**src/sv/channel_load_ewma_estimator_assert.svh**
```systemverilog
// assertion macros for the channel load estimator
`ifndef CHANNEL_LOAD_EWMA_ESTIMATOR_ASSERT_SVH
`define CHANNEL_LOAD_EWMA_ESTIMATOR_ASSERT_SVH

// same-cycle implication, disabled while in reset
`define CLE_ASSERT_NOW(lbl, pre, post, msg) \
  lbl: assert property (@(posedge clk_i) disable iff (!rst_ni) (pre) |-> (post)) \
    else $error(msg);

// next-cycle implication, disabled while in reset
`define CLE_ASSERT_NEXT(lbl, pre, post, msg) \
  lbl: assert property (@(posedge clk_i) disable iff (!rst_ni) (pre) |=> (post)) \
    else $error(msg);

`endif

```
**src/sv/cle_pkg.sv**
```systemverilog
// shared types, constants and helpers of the channel load estimator
`default_nettype none

package cle_pkg;

  // field widths
  localparam int unsigned FREQ_W  = 13;
  localparam int unsigned NOISE_W = 8;
  localparam int unsigned CNT_W   = 64;
  localparam int unsigned LOAD_W  = 25;
  localparam int unsigned EWMA_W  = 15;
  localparam int unsigned PCT_W   = 7;

  // serial divider widths
  localparam int unsigned DIV_W   = 39;
  localparam int unsigned QUO_W   = 25;
  localparam int unsigned STEP_W  = 5;

  // apb register map
  localparam int unsigned PADDR_W = 4;
  localparam logic [1:0] REG_NODE_FREQ = 2'd0;
  localparam logic [1:0] REG_PHY_MODE  = 2'd1;
  localparam logic [1:0] REG_CHAN_W    = 2'd2;

  // divide lengths: percentage has 7 quotient bits, load has 25
  localparam logic [STEP_W-1:0] PCT_STEPS  = 5'd7;
  localparam logic [STEP_W-1:0] LOAD_STEPS = 5'd25;

  localparam logic [PCT_W-1:0]  PCT_FULL   = 7'd100;
  localparam logic [7:0]        W_OLD      = 8'd218;
  localparam logic [7:0]        W_NEW      = 8'd38;
  localparam logic [12:0]       BAND_SPLIT = 13'd4000;
  localparam logic [30:0]       FULL_TOTAL = 31'(28600) << 16;

  // channel width codes
  localparam logic [1:0] CW_20 = 2'd0;
  localparam logic [1:0] CW_40 = 2'd1;

  // phy mode codes
  localparam logic [1:0] PHY_LEGACY = 2'd0;
  localparam logic [1:0] PHY_HT     = 2'd1;
  localparam logic [1:0] PHY_VHT    = 2'd2;

  typedef enum logic [2:0] {
    S_IDLE,
    S_PREP,
    S_DIV1,
    S_EWMA,
    S_TOTAL,
    S_DIV2,
    S_WAIT
  } cle_state_e;

  typedef struct packed {
    logic              start;
    logic [STEP_W-1:0] steps;
  } cle_div_ctl_t;

  typedef struct packed {
    logic busy;
    logic done;
  } cle_div_sts_t;

  // airtime divisor per phy mode
  function automatic logic [8:0] phy_div(input logic [1:0] mode);
    logic [8:0] d;
    case (mode)
      PHY_LEGACY: d = 9'd108;
      PHY_HT:     d = 9'd150;
      PHY_VHT:    d = 9'd200;
      default:    d = 9'd286;
    endcase
    return d;
  endfunction

endpackage

`default_nettype wire

```
**src/sv/cle_if.sv**
```systemverilog
// valid/ready channel interfaces for survey samples and load words
`default_nettype none

interface cle_in_if;
  logic                               valid;
  logic                               ready;
  logic [cle_pkg::FREQ_W-1:0]         survey_freq;
  logic signed [cle_pkg::NOISE_W-1:0] noise_dbm;
  logic [cle_pkg::CNT_W-1:0]          channel_time;
  logic [cle_pkg::CNT_W-1:0]          busy_time;

  modport source (output valid, survey_freq, noise_dbm, channel_time, busy_time,
                  input ready);
  modport sink   (input valid, survey_freq, noise_dbm, channel_time, busy_time,
                  output ready);
endinterface

interface cle_out_if;
  logic                               valid;
  logic                               ready;
  logic [cle_pkg::LOAD_W-1:0]         load_value;
  logic signed [cle_pkg::NOISE_W-1:0] noise_out;

  modport source (output valid, load_value, noise_out, input ready);
  modport sink   (input valid, load_value, noise_out, output ready);
endinterface

`default_nettype wire

```
**src/sv/cle_div.sv**
```systemverilog
// restoring serial divider, one quotient bit per cycle
`default_nettype none

module cle_div (
  input  wire logic                         clk_i,
  input  wire logic                         rst_ni,
  input  wire cle_pkg::cle_div_ctl_t        ctl_i,
  input  wire logic [cle_pkg::DIV_W-1:0]    num_i,
  input  wire logic [cle_pkg::DIV_W-1:0]    den_i,
  output cle_pkg::cle_div_sts_t             sts_o,
  output logic [cle_pkg::QUO_W-1:0]         quo_o
);

  logic [cle_pkg::DIV_W-1:0]  rem_q, rem_d;
  logic [cle_pkg::DIV_W-1:0]  den_q, den_d;
  logic [cle_pkg::QUO_W-1:0]  quo_q, quo_d;
  logic [cle_pkg::STEP_W-1:0] cnt_q, cnt_d;
  logic                       busy_q, busy_d;
  logic                       done_q, done_d;
  logic [cle_pkg::DIV_W:0]    diff;
  logic                       fits;

  // the one subtractor, shared by both divides
  assign diff = {1'b0, rem_q} - {1'b0, den_q};
  assign fits = ~diff[cle_pkg::DIV_W];

  always_comb begin
    rem_d  = rem_q;
    den_d  = den_q;
    quo_d  = quo_q;
    cnt_d  = cnt_q;
    busy_d = busy_q;
    done_d = 1'b0;
    if (ctl_i.start) begin
      rem_d  = num_i;
      den_d  = den_i;
      quo_d  = '0;
      cnt_d  = ctl_i.steps;
      busy_d = 1'b1;
    end else if (busy_q) begin
      rem_d = fits ? diff[cle_pkg::DIV_W-1:0] : rem_q;
      den_d = den_q >> 1;
      quo_d = {quo_q[cle_pkg::QUO_W-2:0], fits};
      cnt_d = cnt_q - 1'b1;
      if (cnt_q == cle_pkg::STEP_W'(1)) begin
        busy_d = 1'b0;
        done_d = 1'b1;
      end
    end
  end

  always_ff @(posedge clk_i or negedge rst_ni) begin
    if (!rst_ni) begin
      busy_q <= 1'b0;
      done_q <= 1'b0;
      cnt_q  <= '0;
    end else begin
      busy_q <= busy_d;
      done_q <= done_d;
      cnt_q  <= cnt_d;
    end
  end

  always_ff @(posedge clk_i) begin
    rem_q <= rem_d;
    den_q <= den_d;
    quo_q <= quo_d;
  end

  assign sts_o.busy = busy_q;
  assign sts_o.done = done_q;
  assign quo_o      = quo_q;

endmodule

`default_nettype wire

```
**src/sv/channel_load_ewma_estimator.sv**
```systemverilog
// channel load estimator top level: apb registers, sequencer and ewma
`default_nettype none

// Takes one survey word at a time and returns one load word for each sample
// whose frequency matches node_freq; other samples are dropped without any
// state change. A matching sample goes from acceptance through the prep
// state, the percentage divide, the ewma update, the total, the load
// divide and the wait for the output register. The percentage divide is
// skipped when busy time reaches channel time and the percentage saturates;
// it and the ewma update are skipped when no busy percentage is formed (first
// sample, zero time delta). The single serial divider makes one quotient bit
// per cycle: 7 bits for the busy percentage and 25 bits for the load.
// Input ready is high only while the sequencer is idle; a finished load
// word waits in the output register and does not hold up the next sample,
// although the next load word waits for that register to empty. Registers
// (node_freq at 0x0, phy_mode at 0x4, channel_width at 0x8) are written
// through the apb port and should be changed only while idle.
module channel_load_ewma_estimator (
  input  wire logic                          clk_i,
  input  wire logic                          rst_ni,
  input  wire logic                          psel,
  input  wire logic                          penable,
  input  wire logic                          pwrite,
  input  wire logic [cle_pkg::PADDR_W-1:0]   paddr,
  input  wire logic [31:0]                   pwdata,
  output logic      [31:0]                   prdata,
  output logic                               pready,
  cle_in_if.sink                             in_i,
  cle_out_if.source                          out_o
);

  // configuration registers
  logic [cle_pkg::FREQ_W-1:0] node_freq_q;
  logic [1:0]                 phy_mode_q;
  logic [1:0]                 chan_w_q;
  logic                       cfg_wr;

  // sequencer
  cle_pkg::cle_state_e state_q, state_d;

  // estimator state
  logic [cle_pkg::CNT_W-1:0]          prev_time_q;
  logic [cle_pkg::CNT_W-1:0]          prev_busy_q;
  logic [cle_pkg::EWMA_W-1:0]         ewma_q;
  logic                               seeded_q;
  logic signed [cle_pkg::NOISE_W-1:0] noise_q;

  // per-sample working registers
  logic [31:0]                dt_q;
  logic [31:0]                db_q;
  logic [cle_pkg::PCT_W-1:0]  pct_q;

  // output word register
  logic                               out_valid_q;
  logic [cle_pkg::LOAD_W-1:0]         load_q;
  logic signed [cle_pkg::NOISE_W-1:0] noise_out_q;

  // divider hookup
  cle_pkg::cle_div_ctl_t      div_ctl;
  cle_pkg::cle_div_sts_t      div_sts;
  logic [cle_pkg::DIV_W-1:0]  div_num;
  logic [cle_pkg::DIV_W-1:0]  div_den;
  logic [cle_pkg::QUO_W-1:0]  div_quo;

  logic        in_acc;
  logic        freq_hit;
  logic        out_free;
  logic        in_div;
  logic        dt_zero;
  logic        busy_full;
  logic [38:0] busy_x100;
  logic [30:0] total;
  logic [1:0]  shift;
  logic [11:0] den_load;
  logic [23:0] ewma_mix;
  logic [cle_pkg::EWMA_W-1:0] pct_q8;

  // ---------------------------------------------------------------------
  // apb register port, zero wait states
  // ---------------------------------------------------------------------
  assign pready = 1'b1;
  assign cfg_wr = psel && penable && pwrite;

  always_ff @(posedge clk_i or negedge rst_ni) begin
    if (!rst_ni) begin
      node_freq_q <= '0;
      phy_mode_q  <= '0;
      chan_w_q    <= '0;
    end else if (cfg_wr) begin
      case (paddr[3:2])
        cle_pkg::REG_NODE_FREQ: node_freq_q <= pwdata[cle_pkg::FREQ_W-1:0];
        cle_pkg::REG_PHY_MODE:  phy_mode_q  <= pwdata[1:0];
        cle_pkg::REG_CHAN_W:    chan_w_q    <= pwdata[1:0];
        default: ;
      endcase
    end
  end

  always_comb begin
    case (paddr[3:2])
      cle_pkg::REG_NODE_FREQ: prdata = 32'(node_freq_q);
      cle_pkg::REG_PHY_MODE:  prdata = 32'(phy_mode_q);
      cle_pkg::REG_CHAN_W:    prdata = 32'(chan_w_q);
      default:                prdata = '0;
    endcase
  end

  // ---------------------------------------------------------------------
  // handshakes
  // ---------------------------------------------------------------------
  assign in_i.ready = (state_q == cle_pkg::S_IDLE);
  assign in_acc     = in_i.valid && in_i.ready;
  assign freq_hit   = (in_i.survey_freq == node_freq_q);
  // output register can take a new word when empty or being drained
  assign out_free   = !out_valid_q || out_o.ready;

  assign out_o.valid      = out_valid_q;
  assign out_o.load_value = load_q;
  assign out_o.noise_out  = noise_out_q;

  // sequencer is in one of the two divide states
  assign in_div = (state_q == cle_pkg::S_DIV1) || (state_q == cle_pkg::S_DIV2);

  // ---------------------------------------------------------------------
  // datapath helpers
  // ---------------------------------------------------------------------
  assign dt_zero   = (dt_q == '0);
  // busy at or above channel time saturates the percentage at 100
  assign busy_full = (db_q >= dt_q);
  // 100 * busy delta as shifts and adds
  assign busy_x100 = {1'b0, db_q, 6'b0} + {2'b0, db_q, 5'b0} + {5'b0, db_q, 2'b0};

  // ewma in unsigned q7.8, weights 218/256 and 38/256, round half up
  assign pct_q8   = {pct_q, 8'b0};
  assign ewma_mix = (24'(cle_pkg::W_OLD) * 24'(ewma_q)
                   + 24'(cle_pkg::W_NEW) * 24'(pct_q8)
                   + 24'd128) >> 8;

  // total in q.16: full airtime while the average reads zero
  assign total = (ewma_q == '0) ? cle_pkg::FULL_TOTAL : {8'b0, ewma_q, 8'b0};

  always_comb begin
    shift = (node_freq_q > cle_pkg::BAND_SPLIT) ? 2'd1 : 2'd0;
    if (chan_w_q == cle_pkg::CW_40) begin
      shift = shift + 2'd1;
    end else if (chan_w_q != cle_pkg::CW_20) begin
      shift = shift + 2'd2;
    end
  end

  assign den_load = 12'(cle_pkg::phy_div(phy_mode_q)) << shift;

  // ---------------------------------------------------------------------
  // sequencer: next state
  // ---------------------------------------------------------------------
  always_comb begin
    state_d = state_q;
    case (state_q)
      cle_pkg::S_IDLE: begin
        if (in_acc && freq_hit) begin
          state_d = cle_pkg::S_PREP;
        end
      end
      cle_pkg::S_PREP: begin
        if (dt_zero) begin
          state_d = cle_pkg::S_TOTAL;
        end else if (busy_full) begin
          state_d = cle_pkg::S_EWMA;
        end else begin
          state_d = cle_pkg::S_DIV1;
        end
      end
      cle_pkg::S_DIV1: begin
        if (div_sts.done) begin
          state_d = cle_pkg::S_EWMA;
        end
      end
      cle_pkg::S_EWMA:  state_d = cle_pkg::S_TOTAL;
      cle_pkg::S_TOTAL: state_d = cle_pkg::S_DIV2;
      cle_pkg::S_DIV2: begin
        if (div_sts.done) begin
          state_d = cle_pkg::S_WAIT;
        end
      end
      cle_pkg::S_WAIT: begin
        if (out_free) begin
          state_d = cle_pkg::S_IDLE;
        end
      end
      default: state_d = cle_pkg::S_IDLE;
    endcase
  end

  // ---------------------------------------------------------------------
  // sequencer: divider commands
  // ---------------------------------------------------------------------
  always_comb begin
    div_ctl.start = 1'b0;
    div_ctl.steps = cle_pkg::LOAD_STEPS;
    div_num       = '0;
    div_den       = '0;
    case (state_q)
      cle_pkg::S_PREP: begin
        // percentage below 100, so seven quotient bits suffice
        div_ctl.start = !dt_zero && !busy_full;
        div_ctl.steps = cle_pkg::PCT_STEPS;
        div_num       = busy_x100;
        div_den       = {1'b0, dt_q, 6'b0};
      end
      cle_pkg::S_TOTAL: begin
        div_ctl.start = 1'b1;
        div_ctl.steps = cle_pkg::LOAD_STEPS;
        div_num       = {8'b0, total};
        div_den       = {3'b0, den_load, 24'b0};
      end
      default: ;
    endcase
  end

  cle_div u_div (
    .clk_i  (clk_i),
    .rst_ni (rst_ni),
    .ctl_i  (div_ctl),
    .num_i  (div_num),
    .den_i  (div_den),
    .sts_o  (div_sts),
    .quo_o  (div_quo)
  );

  // ---------------------------------------------------------------------
  // state and estimator registers
  // ---------------------------------------------------------------------
  always_ff @(posedge clk_i or negedge rst_ni) begin
    if (!rst_ni) begin
      state_q     <= cle_pkg::S_IDLE;
      prev_time_q <= '0;
      prev_busy_q <= '0;
      ewma_q      <= '0;
      seeded_q    <= 1'b0;
      noise_q     <= '0;
      out_valid_q <= 1'b0;
    end else begin
      state_q <= state_d;

      if (in_acc && freq_hit) begin
        if (in_i.noise_dbm != '0) begin
          noise_q <= in_i.noise_dbm;
        end
        prev_time_q <= in_i.channel_time;
        prev_busy_q <= in_i.busy_time;
      end

      if (state_q == cle_pkg::S_EWMA) begin
        seeded_q <= 1'b1;
        ewma_q   <= seeded_q ? ewma_mix[cle_pkg::EWMA_W-1:0] : pct_q8;
      end

      if (state_q == cle_pkg::S_WAIT && out_free) begin
        out_valid_q <= 1'b1;
      end else if (out_o.ready) begin
        out_valid_q <= 1'b0;
      end
    end
  end

  // working and output word registers
  always_ff @(posedge clk_i) begin
    if (in_acc && freq_hit) begin
      // deltas wrap at 32 bits, so only the low halves matter
      if (prev_time_q != '0) begin
        dt_q <= in_i.channel_time[31:0] - prev_time_q[31:0];
        db_q <= in_i.busy_time[31:0] - prev_busy_q[31:0];
      end else begin
        dt_q <= '0;
        db_q <= '0;
      end
    end
    if (state_q == cle_pkg::S_PREP && busy_full) begin
      pct_q <= cle_pkg::PCT_FULL;
    end else if (state_q == cle_pkg::S_DIV1 && div_sts.done) begin
      pct_q <= div_quo[cle_pkg::PCT_W-1:0];
    end
    if (state_q == cle_pkg::S_WAIT && out_free) begin
      load_q      <= div_quo;
      noise_out_q <= noise_q;
    end
  end

  // ---------------------------------------------------------------------
  // checks
  // ---------------------------------------------------------------------
`include "channel_load_ewma_estimator_assert.svh"

  `CLE_ASSERT_NOW(a_div_busy_blocks_input, div_sts.busy, !in_i.ready, "sample taken mid divide")
  `CLE_ASSERT_NOW(a_done_in_div_state, div_sts.done, in_div, "stray divider done")
  `CLE_ASSERT_NOW(a_ewma_in_range, 1'b1, ewma_q <= 15'd25600, "ewma above 100 percent")
  `CLE_ASSERT_NOW(a_unseeded_is_zero, !seeded_q, ewma_q == '0, "ewma nonzero before seeding")

endmodule

`default_nettype wire
```
**src/flat_wrapper.sv**
```systemverilog
// flat-port wrapper written by rule: the top's interface ports become plain ports
module channel_load_ewma_estimator_flat 
  (clk_i, rst_ni, psel, penable, pwrite, paddr, pwdata, prdata, pready, in_i_valid, in_i_survey_freq, in_i_noise_dbm, in_i_channel_time, in_i_busy_time, in_i_ready, out_o_valid, out_o_load_value, out_o_noise_out, out_o_ready);
  cle_in_if in_i_i ();
  cle_out_if out_o_i ();
  input  wire logic clk_i;
  input  wire logic rst_ni;
  input  wire logic psel;
  input  wire logic penable;
  input  wire logic pwrite;
  input  wire logic [cle_pkg::PADDR_W-1:0] paddr;
  input  wire logic [31:0] pwdata;
  output logic      [31:0] prdata;
  output logic pready;
  input wire logic [$bits(in_i_i.valid)-1:0] in_i_valid;
  input wire logic [$bits(in_i_i.survey_freq)-1:0] in_i_survey_freq;
  input wire logic [$bits(in_i_i.noise_dbm)-1:0] in_i_noise_dbm;
  input wire logic [$bits(in_i_i.channel_time)-1:0] in_i_channel_time;
  input wire logic [$bits(in_i_i.busy_time)-1:0] in_i_busy_time;
  output wire logic [$bits(in_i_i.ready)-1:0] in_i_ready;
  output wire logic [$bits(out_o_i.valid)-1:0] out_o_valid;
  output wire logic [$bits(out_o_i.load_value)-1:0] out_o_load_value;
  output wire logic [$bits(out_o_i.noise_out)-1:0] out_o_noise_out;
  input wire logic [$bits(out_o_i.ready)-1:0] out_o_ready;
  assign in_i_i.valid = in_i_valid;
  assign in_i_i.survey_freq = in_i_survey_freq;
  assign in_i_i.noise_dbm = in_i_noise_dbm;
  assign in_i_i.channel_time = in_i_channel_time;
  assign in_i_i.busy_time = in_i_busy_time;
  assign in_i_ready = in_i_i.ready;
  assign out_o_valid = out_o_i.valid;
  assign out_o_load_value = out_o_i.load_value;
  assign out_o_noise_out = out_o_i.noise_out;
  assign out_o_i.ready = out_o_ready;
  channel_load_ewma_estimator u_core (.clk_i(clk_i), .rst_ni(rst_ni), .psel(psel), .penable(penable), .pwrite(pwrite), .paddr(paddr), .pwdata(pwdata), .prdata(prdata), .pready(pready), .in_i(in_i_i), .out_o(out_o_i));
endmodule
```
**config.mk**
```make
export PLATFORM = sky130hd
export DESIGN_NAME = channel_load_ewma_estimator_flat
export DESIGN_NICKNAME = d
export VERILOG_FILES = /design/src/sv/cle_pkg.sv /design/src/sv/cle_if.sv /design/src/sv/cle_div.sv /design/src/sv/channel_load_ewma_estimator.sv /design/src/flat_wrapper.sv
export VERILOG_INCLUDE_DIRS = /design/src /design/src/sv
export SDC_FILE = /design/constraint.sdc
export NUM_CORES = 1
export LEC_CHECK = 0
export ABC_AREA = 0
export CORE_MARGIN = 2
export CORE_UTILIZATION = 50
export CTS_BUF_LIST = sky130_fd_sc_hd__clkbuf_4
export CTS_CLUSTER_SIZE = 28
export DETAILED_ROUTE_END_ITERATION = 6
export DONT_BUFFER_PORTS = 1
export HOLD_SLACK_MARGIN = 0.05
export SYNTH_ARGS = -nofsm -noshare
export SYNTH_HDL_FRONTEND = slang
export SYNTH_SLANG_ARGS = --single-unit
```
**constraint.sdc**
```tcl
create_clock -name clk_i -period 18.15 [get_ports clk_i]
set_input_delay 2.7225 -clock clk_i [delete_from_list [all_inputs] [get_ports clk_i]]
set_output_delay 2.7225 -clock clk_i [all_outputs]
set_load 0.005 [all_outputs]
```
Yosys cells after proc, flatten, opt, wreduce, memory -nomap -nowiden:

Index checks and enable logic that the tools add are counted.

* $add $sub $neg: 10
* multipliers: 2
* magnitude comparators: 2
* equal/unequal tests: 18
* shifts and indexed selects: 1
* multiplexer cells: 32
* bitwise logic cells: 1
* reduce and logical (&&, ||, !) cells: 28

Operators with widths (count)
* 2-to-1 mux 39 bit: 5
* one-hot mux 39 bit (2 select lines): 1
* one-hot mux 38 bit (2 select lines): 1
* nonzero test 64 bit: 1
* subtractor 32 bit: 2
* subtractor 39 x 39 -> 40 bit: 1
* adder 38 x 37 -> 39 bit: 1
* adder 39 x 34 -> 39 bit: 1
* one-hot mux 13 bit (3 select lines): 1
* greater-or-equal comparator 32 bit: 1
* zero test 32 bit: 1
* 2-to-1 mux 31 bit: 1
* one-hot mux 9 bit (3 select lines): 1
* adder 23 x 21 -> 23 bit: 1
* adder 23 x 8 -> 23 bit, second input constant: 1
* multiplier 7 x 15 -> 22 bit, first input constant: 1
* one-hot mux 3 bit (7 select lines): 1
* zero test 15 bit: 1
* 2-to-1 mux 15 bit: 1
* 2-to-1 mux 3 bit: 5
* == test 13 bit: 1
* > comparator 13 x 12 -> 1 bit, second input constant: 1
* multiplier 5 x 7 -> 12 bit, first input constant: 1
* one-hot mux 6 bit (2 select lines): 1
* other kinds (25): 61

* register bits after elaboration: 355
* bits of input ports: 192
* output and inout port bits: 68
* word-level logic and storage cells: 115

Longest topological paths before layout:

Gate-level depths: netlist of run 1.

* depth in word-level cells: 8
* depth in mapped cells: 28
* gate-level depth less buffers: 28

Cells and area by module:

A second synthesis of run 1 with hierarchy kept.

* cells, all modules: 2894
* area total of the unflattened synthesis: 26191.4 um^2

Modules (own cells, without submodules)
* channel_load_ewma_estimator: times used 1, cells an instance 2146, area each 19446.2 um^2
* cle_div: times used 1, cells an instance 748, area each 6745.2 um^2

Least setup slack after synthesis of run 1:

No wires, ideal clock.

* path kind: input port to flip-flop
* start: input in_i_survey_freq[5]
* end: register u_core.db_q[0] (enable)
* library setup time: 0.644 ns
* data arrival time: 9.451 ns
* data required time: 17.506 ns
* setup slack: 8.056 ns
* stages: 4
* path through: xor2_1 > nor4_1 > nand4_1 > nor4_1

* word-level cells in the longest chain between the ends: 2

Ends and longest elaborated chain
* start, declared: line flat_wrapper.sv:16 `input wire logic [$bits(in_i_i.survey_freq)-1:0] in_i_survey_freq;`
* == test 13 bit: line channel_load_ewma_estimator.sv:113 `assign freq_hit = (in_i.survey_freq == node_freq_q);`
* logical AND 1 bit: line channel_load_ewma_estimator.sv:268 `if (in_acc && freq_hit) begin`
* end signal, assigned: line channel_load_ewma_estimator.sv:272 `db_q <= in_i.busy_time[31:0] - prev_busy_q[31:0];`
* end, declared: line channel_load_ewma_estimator.sv:50 `logic [31:0] db_q;`

No other way between the ends.
A chain may end at the register's enable or synchronous reset.

Worst setup path after layout of run 1:

* start: register u_core.ewma_q[4] in the netlist's numbering
* end: register u_core.ewma_q[14] in the netlist's numbering

* word-level cells in the longest chain between the ends: 4

Ends and longest elaborated chain
* start, declared: line channel_load_ewma_estimator.sv:44 `logic [cle_pkg::EWMA_W-1:0] ewma_q;`
* start signal, assigned: line channel_load_ewma_estimator.sv:255 `ewma_q <= seeded_q ? ewma_mix[cle_pkg::EWMA_W-1:0] : pct_q8;`
* multiplier 7 x 15 -> 22 bit: line channel_load_ewma_estimator.sv:135 `assign ewma_mix = (24'(cle_pkg::W_OLD) * 24'(ewma_q)`
* adder 23 x 21 -> 23 bit: line channel_load_ewma_estimator.sv:136 `+ 24'(cle_pkg::W_NEW) * 24'(pct_q8)`
* adder 23 x 8 -> 23 bit: line channel_load_ewma_estimator.sv:137 `+ 24'd128) >> 8;`
* 2-to-1 mux 15 bit: line channel_load_ewma_estimator.sv:255

No other way between the ends.

==> results of run 1 <==
## cells by family (layout without fill, tap and decap cells)
group / Yosys count / after routing / synth area share, %
buffers and inverters: 379 / 472 / 5.90
AOI/OAI and AO/OA: 650 / 650 / 16.3
adders and majority gates: 331 / 331 / 18.2
and+or+nand+nor: 667 / 667 / 12.5
DFF: 354 / 354 / 37.6
other: 2 / 22 / 0.0295
xor gates and xnor gates: 151 / 151 / 5.23
muxes: 100 / 100 / 4.19
## Yosys cell counts, drive strengths merged (54+ instances only)
master and number:
nand2 196, dfrtp 148, inv 285, edfxtp 174, xor2 68, nor2 177
ha 265, nand3 54, a21oi 154, fa 66, o21ai 191, xnor2 83
a21o 93, clkbuf 61
## metrics by stage
stage	hold slack [ps]	utilization, %	instance area, µm²	setup slack, ps
floorplan	408	-	25500	8060
global placement	421	52.0	26100	11850
detailed placement	419	52.0	26100	11770
CTS	435	54.4	27300	11720
global route	449	54.4	27300	11240
finish	438	54.5	27300	11670
## registers in the layout, indices dropped and copies added (netlist names), 2 cells and up
register and count:
u_core.u_div.quo_o 25, u_core.u_div.cnt_q 5, u_core.chan_w_q 2, u_core.ewma_q 15, u_core.dt_q 32, u_core.noise_q 8
u_core.prev_time_q 64, u_core.pct_q 7, u_core.db_q 32, u_core.u_div.den_q 38, u_core.prev_busy_q 32, u_core.u_div.rem_q 39
u_core.out_o.load_value 25, u_core.out_o.noise_out 8, u_core.state_q 3, u_core.phy_mode_q 2, u_core.node_freq_q 13
## worst reg2reg max path, stage by stage, from the launching register on
cell      delay, ps
dfrtp_1         460
inv_1            90
ha_1            340
inv_1            80
fa_1            530
inv_1            50
fa_1            510
inv_1            50
fa_1            500
inv_1            40
ha_1            340
and4_1          200
o21ai_0         170
a21oi_1         410
o21a_1          190
nor2_1           60
ha_1            320
a21oi_1         230
nand2_1          80
o31ai_1         470
o211ai_1        280
o41a_1          390
o211ai_1        100
o211ai_1        130
mux2_1          320
nand2_1          60
## path summary, 6_finish.rpt
path / from / to / slack [ps]
setup reg to reg: u_core.ewma_q[4] / u_core.ewma_q[14] / 11670
min in group asynchronous: rst_ni / u_core.ewma_q[3] / 1570
max in group asynchronous: rst_ni / u_core.prev_time_q[1] / 16020
hold / removal: u_core.u_div.quo_o[24] / u_core.out_o.load_value[24] / 440
hold reg to reg: u_core.u_div.quo_o[24] / u_core.out_o.load_value[24] / 440
setup / recovery: u_core.ewma_q[4] / u_core.ewma_q[14] / 11670
## layout make-up
| type | count | share of cell area, % |
|---|---|---|
| multi-input cells | 1919 | 53.1 |
| flip-flops and latches | 354 | 35.0 |
| inverters | 285 | 3.92 |
| clock buffers | 141 | 3.87 |
| well taps | 672 | 3.08 |
| clock inverters | 30 | 0.572 |
| repair buffers | 16 | 0.440 |
| diodes | 2 | 0.0183 |
## per-layer routing
metal	wire length [µm]	up-vias	part of all wire, %	global-route usage (%)
met1	28700	9183	47	32.3
met3	3140	98	5.1	4.33
met2	27900	429	45	36.9
met4	1710	0	2.8	8.81
met5	0	-	0	0
li1	-	9450	-	-
==> run summary, run 1 <==
I/O Pins = 260
# hold bufs at CTS = 0
WHS Path Cells = 0
RSZ-0062 raised after global routing = no
Root Buffer Master = clkbuf_4
cell taking the most area after synthesis = edfxtp_1
max cap viols = 0
Initial Util = 50.7%
via count = 19160
Initial DRC Count = 1114
startpoint types = flop
critical path data required time = 18920 ps
slowest cell delay on critical path = 530 ps
synth top area cells = edfxtp_1, dfrtp_1, ha_1, fa_1, inv_1
non-filler cells, final = 3419
Max Slew Vio Count = 0
die footprint = 52700 µm²
Placer Congestion = 0.921
cell depth of the worst setup path = 25
top_reg_cell synth = edfxtp_1
H-tree depth = 3
FF+latch count, synth = 354
commonest non-fill, non-tap cell in the layout = inv_1
Setup CP Type = flop to flop
delay-heaviest family, CP = adder cells
largest net degree at the start of global routing = 149
number of clock buffers inserted by TritonCTS = 96
Hold Crit Class = flop to flop
Post-Syn Instances = 2634
chip width = 230 µm
total wire length = 61400 µm
DIE HEIGHT = 230 µm
crit-path most repeated cell = inv_1
Crit path buffers/inverters = 5
most frequent cells in the layout = inv_1, ha_1, nand2_1
fmax = 154 MHz
Initial DRT Pass Iterations = 5
clk_skew = 57.1 ps
crit end category = flop
Max clock buf depth = 3
Crit Path Max Fanout = 5
Core Rows = 82
multi-input logic area = 14500 µm²
final hold vios = 0
DP HPWL = 46700 µm
top-area cell type share of the netlist area = 20.5%
Mean Syn Cell Area = 9.66 µm²
nets@finish = 3195
sequential fraction of the synthesis area = 37.6%
first-pass GRT wire length = 99400 µm
CTS tree = built
slew at the pin closest to its max-slew limit = 1040 ps
number of synthesized flops with an enable pin = 174
Slowest-stage cell, CP = fa_1
outcome = complete, no violations
placed cell count = 3246
fill count = 4545
Post-synth ARST share = 41.8%
Tcrit/Tclk final = 35.7%
clk sinks = 354
Area Growth Syn to Fin = 7.34%
R2R depth = 25
yosys warns = 0
vias in the first global route = 19019
drt wl/cell = 18.0 µm
postcts setup bufs = 0
grt ovf = 0
initial antenna violation count = 1
drt drc = 0
gr usage total = 23.5%
cell area after synthesis = 25500 µm²
share of cells above drive strength 1 = 9.00%
Fin Setup TNS = 0 ps
vias per cell = 5.60
worst-skew pair later-pin latency = 860 ps
CTS clk-pin slew, worst paths = 60 ps
Max transition margin = 30.7%
Routed Antenna Nets = 0
final number of setup-violating endpoints = 0
total area of sequential cells = 9570 µm²
Core Region = 50200 µm²
synth unique cells = 85
IO Port Bufs = 0
CP arrival = 7240 ps
Period minus WS final = 6480 ps
post-CTS sizing = 0
Power of run 1 is left out: the tool's default activity adds up to more than one toggle a clock period on the data nets, which glitch-free logic cannot reach.
==> inputs of run 2 (changes only) <==
--- a/config.mk
+++ b/config.mk
@@ -6,7 +6,7 @@
 export SDC_FILE = /design/constraint.sdc
 export NUM_CORES = 1
 export LEC_CHECK = 0
-export ABC_AREA = 0
+export ABC_AREA = 1
 export CORE_MARGIN = 2
 export CORE_UTILIZATION = 50
 export CTS_BUF_LIST = sky130_fd_sc_hd__clkbuf_4
==> constraint.sdc (replaced) <==
create_clock -name clk_i -period 6.39 [get_ports clk_i]
set_input_delay 0.9585 -clock clk_i [delete_from_list [all_inputs] [get_ports clk_i]]
set_output_delay 0.9585 -clock clk_i [all_outputs]
set_load 0.005 [all_outputs]
==> run 2 against run 1 <==
- sequential cell count is the same
- non-clock buffer count down 2
- clock-buffer cell count grew 5
- maximum frequency is 17% higher
- sequential share of layout area down 2.6 points
- critical path type unchanged
- critical endpoint is now u_core.ewma_q[11]
- highest routed layer unchanged
==> run summary, run 2 <==
drt wl/cell = 17.9 µm
largest net degree at the start of global routing = 149
number of clock buffers inserted by TritonCTS = 99
Placer Congestion = 0.945
synth top area cells = edfxtp_1, dfrtp_1, ha_1, nand2_1, inv_1
slew at the pin closest to its max-slew limit = 1080 ps
fill count = 5346
Fin Setup TNS = 0 ps
Slowest-stage cell, CP = fa_1
RSZ-0062 raised after global routing = no
most frequent cells in the layout = nand2_1, inv_1, nor2_1
CP arrival = 6180 ps
Synth top cells by count = nand2_1, inv_1, nor2_1
final core utilization = 53.9%
Setup CP Type = flop to flop
Mean Syn Cell Area = 7.87 µm²
Max Slew Vio Count = 0
Core Region = 54800 µm²
yosys warns = 0
critical path data required time = 7050 ps
nets@finish = 4079
post-CTS sizing = 0
Synth Area in Simple Gates = 20.3%
Period minus WS final = 5520 ps
multiplexer share of the synthesized area = 0.0726%
Routed Antenna Nets = 0
Area Growth Syn to Fin = 7.05%
Tcrit/Tclk final = 86.3%
Hold Crit Class = input pin to flop
worst r2r src = u_core.ewma_q[6]
Post-synth ARST share = 41.8%
post-synthesis xor/xnor area fraction = 3.11%
vias in the first global route = 23263
Initial DRT Pass Iterations = 6
die footprint = 57000 µm²
cell area after synthesis = 27600 µm²
DIE HEIGHT = 239 µm
vias per cell = 5.50
Initial Util = 50.3%
Post-Syn Instances = 3504
Core Rows = 86
H-tree depth = 3
postcts setup bufs = 0
Root Buffer Master = clkbuf_4
slowest cell delay on critical path = 510 ps
chip width = 239 µm
CTS clk-pin slew, worst paths = 80 ps
via count = 23891
commonest non-fill, non-tap cell in the layout = nand2_1
fmax = 181 MHz
startpoint types = flop
FF+latch count, synth = 354
most frequent cell after synthesis = nand2_1
cell taking the most area after synthesis = edfxtp_1
clk sinks = 354
I/O Pins = 260
largest family of logic cells by synthesized area = simple AND/OR/NAND/NOR gates
DP HPWL = 61800 µm
share of cells above drive strength 1 = 7.18%
Compound-Gate Fraction of Synth Area = 15.9%
total wire length = 77800 µm
Setup crit start = u_core.ewma_q[6]
adder-cell share of the synthesized area = 16.8%
clk_skew = 76.5 ps
Top reg by flops = u_core.prev_time_q
final number of setup-violating endpoints = 0
Initial DRC Count = 1612
top_reg_cell synth = edfxtp_1
crit end category = flop
initial antenna violation count = 2
worst-skew pair later-pin latency = 870 ps
grt ovf = 0
CTS tree = built
IO Port Bufs = 0
drt drc = 0
max reg flops = 64
gr usage total = 27.5%
Max transition margin = 28.2%
max cap viols = 0
first-pass GRT wire length = 123000 µm
biggest regs = u_core.prev_time_q: 64 flops, u_core.u_div.rem_q: 39 flops, u_core.u_div.den_q: 38 flops
number of synthesized flops with an enable pin = 174
outcome = complete, no violations
Max clock buf depth = 3
synth unique cells = 60
min-delay src = in_i_channel_time[18]
Crit Path Max Fanout = 5
cells along the critical path = inv_1 -> ha_1 -> inv_1 -> fa_1 -> inv_1 -> fa_1 -> inv_1 -> fa_1 -> inv_1 -> ha_1 -> nand2_1 -> nor4_1 -> a21oi_1 -> o21ai_0 -> xor2_1 -> ha_1 -> a21oi_1 -> nor2_1 -> nor2_1 -> nand3_1 -> nor2_1 -> o21ai_0 -> o211ai_1 -> o21ai_0
crit-path most repeated cell = inv_1
top-area cell type share of the netlist area = 19.0%
final hold vios = 0
sequential fraction of the synthesis area = 34.7%
==> run 2: changes by cell type after synthesis, sizes merged, moves of 45 or more <==
cell	delta
mux2	-53
mux2i	-45
nand2	+590
inv	+250
nand3	+80
o21ai	+104
a21oi	+131
a21o	-67
nor2	+124
==> run 2: critical path, delay by kind of cell, from the launching register on <==
family | cells | cell delay [ps]
fa+ha+maj | 6 | 2510
buf+inv | 5 | 380
simple gates | 6 | 890
xor+xnor | 1 | 190
compound gates | 6 | 1040
flops | 1 | 370
==> run 2: cell families after synthesis <==
family,count (synthesis)
muxes,2
buffers and inverters,619
AOI/OAI and AO/OA,751
DFF,354
xor gates and xnor gates,98
adders and majority gates,331
other,2
and+or+nand+nor,1347
==> run 2: cell type report <==
cell class | instances | area, µm² | area share [%]
well taps | 704 | 881 | 2.98
inverters | 538 | 2020 | 6.86
repair buffers | 14 | 140 | 0.475
diodes | 3 | 7.51 | 0.0254
flip-flops and latches | 354 | 9570 | 32.4
multi-input cells | 2549 | 15600 | 52.7
clock buffers | 146 | 1100 | 3.71
clock inverters | 35 | 229 | 0.776
==> run 2: path summary, 6_finish.rpt <==
kind / slack (ps) / depth (start not counted) / endpoint
max in group asynchronous: 4750 / 2 / u_core.prev_time_q[2]
min: 230 / 2 / u_core.prev_time_q[18]
max reg2reg: 870 / 24 / u_core.ewma_q[11]
max: 870 / 24 / u_core.ewma_q[11]
min in group asynchronous: 660 / 2 / u_core.prev_time_q[1]
min reg2reg: 430 / 0 / u_core.out_o.load_value[23]
==> run 2: layer usage <==
metal | vias to the layer above | global-route usage, % | part of all wire (%)
met2 | 680 | 45.9 | 47
met1 | 11263 | 35.4 | 44
met3 | 147 | 4.64 | 5.4
met4 | 0 | 11.0 | 3.7
met5 | - | 0 | 0
li1 | 11801 | - | -
==> run 2: through the flow <==
stage               hold WS, ps  instance area, µm²  cells  setup slack, ps
floorplan                   403               27600   3522             1420
global placement            416               28100   4157              886
detailed placement          418               28100   4157              862
CTS                         126               29500   4340              901
global route                141               29500   4343              410
finish                      227               29500   4343              872
==> run 2: timing repair <==
item,in CTS,in global routing
endpoints found under the hold margin,148,0
hold buffers,2,0
setup endpoints to repair,0,0
Power of run 2 is left out for the same reason.
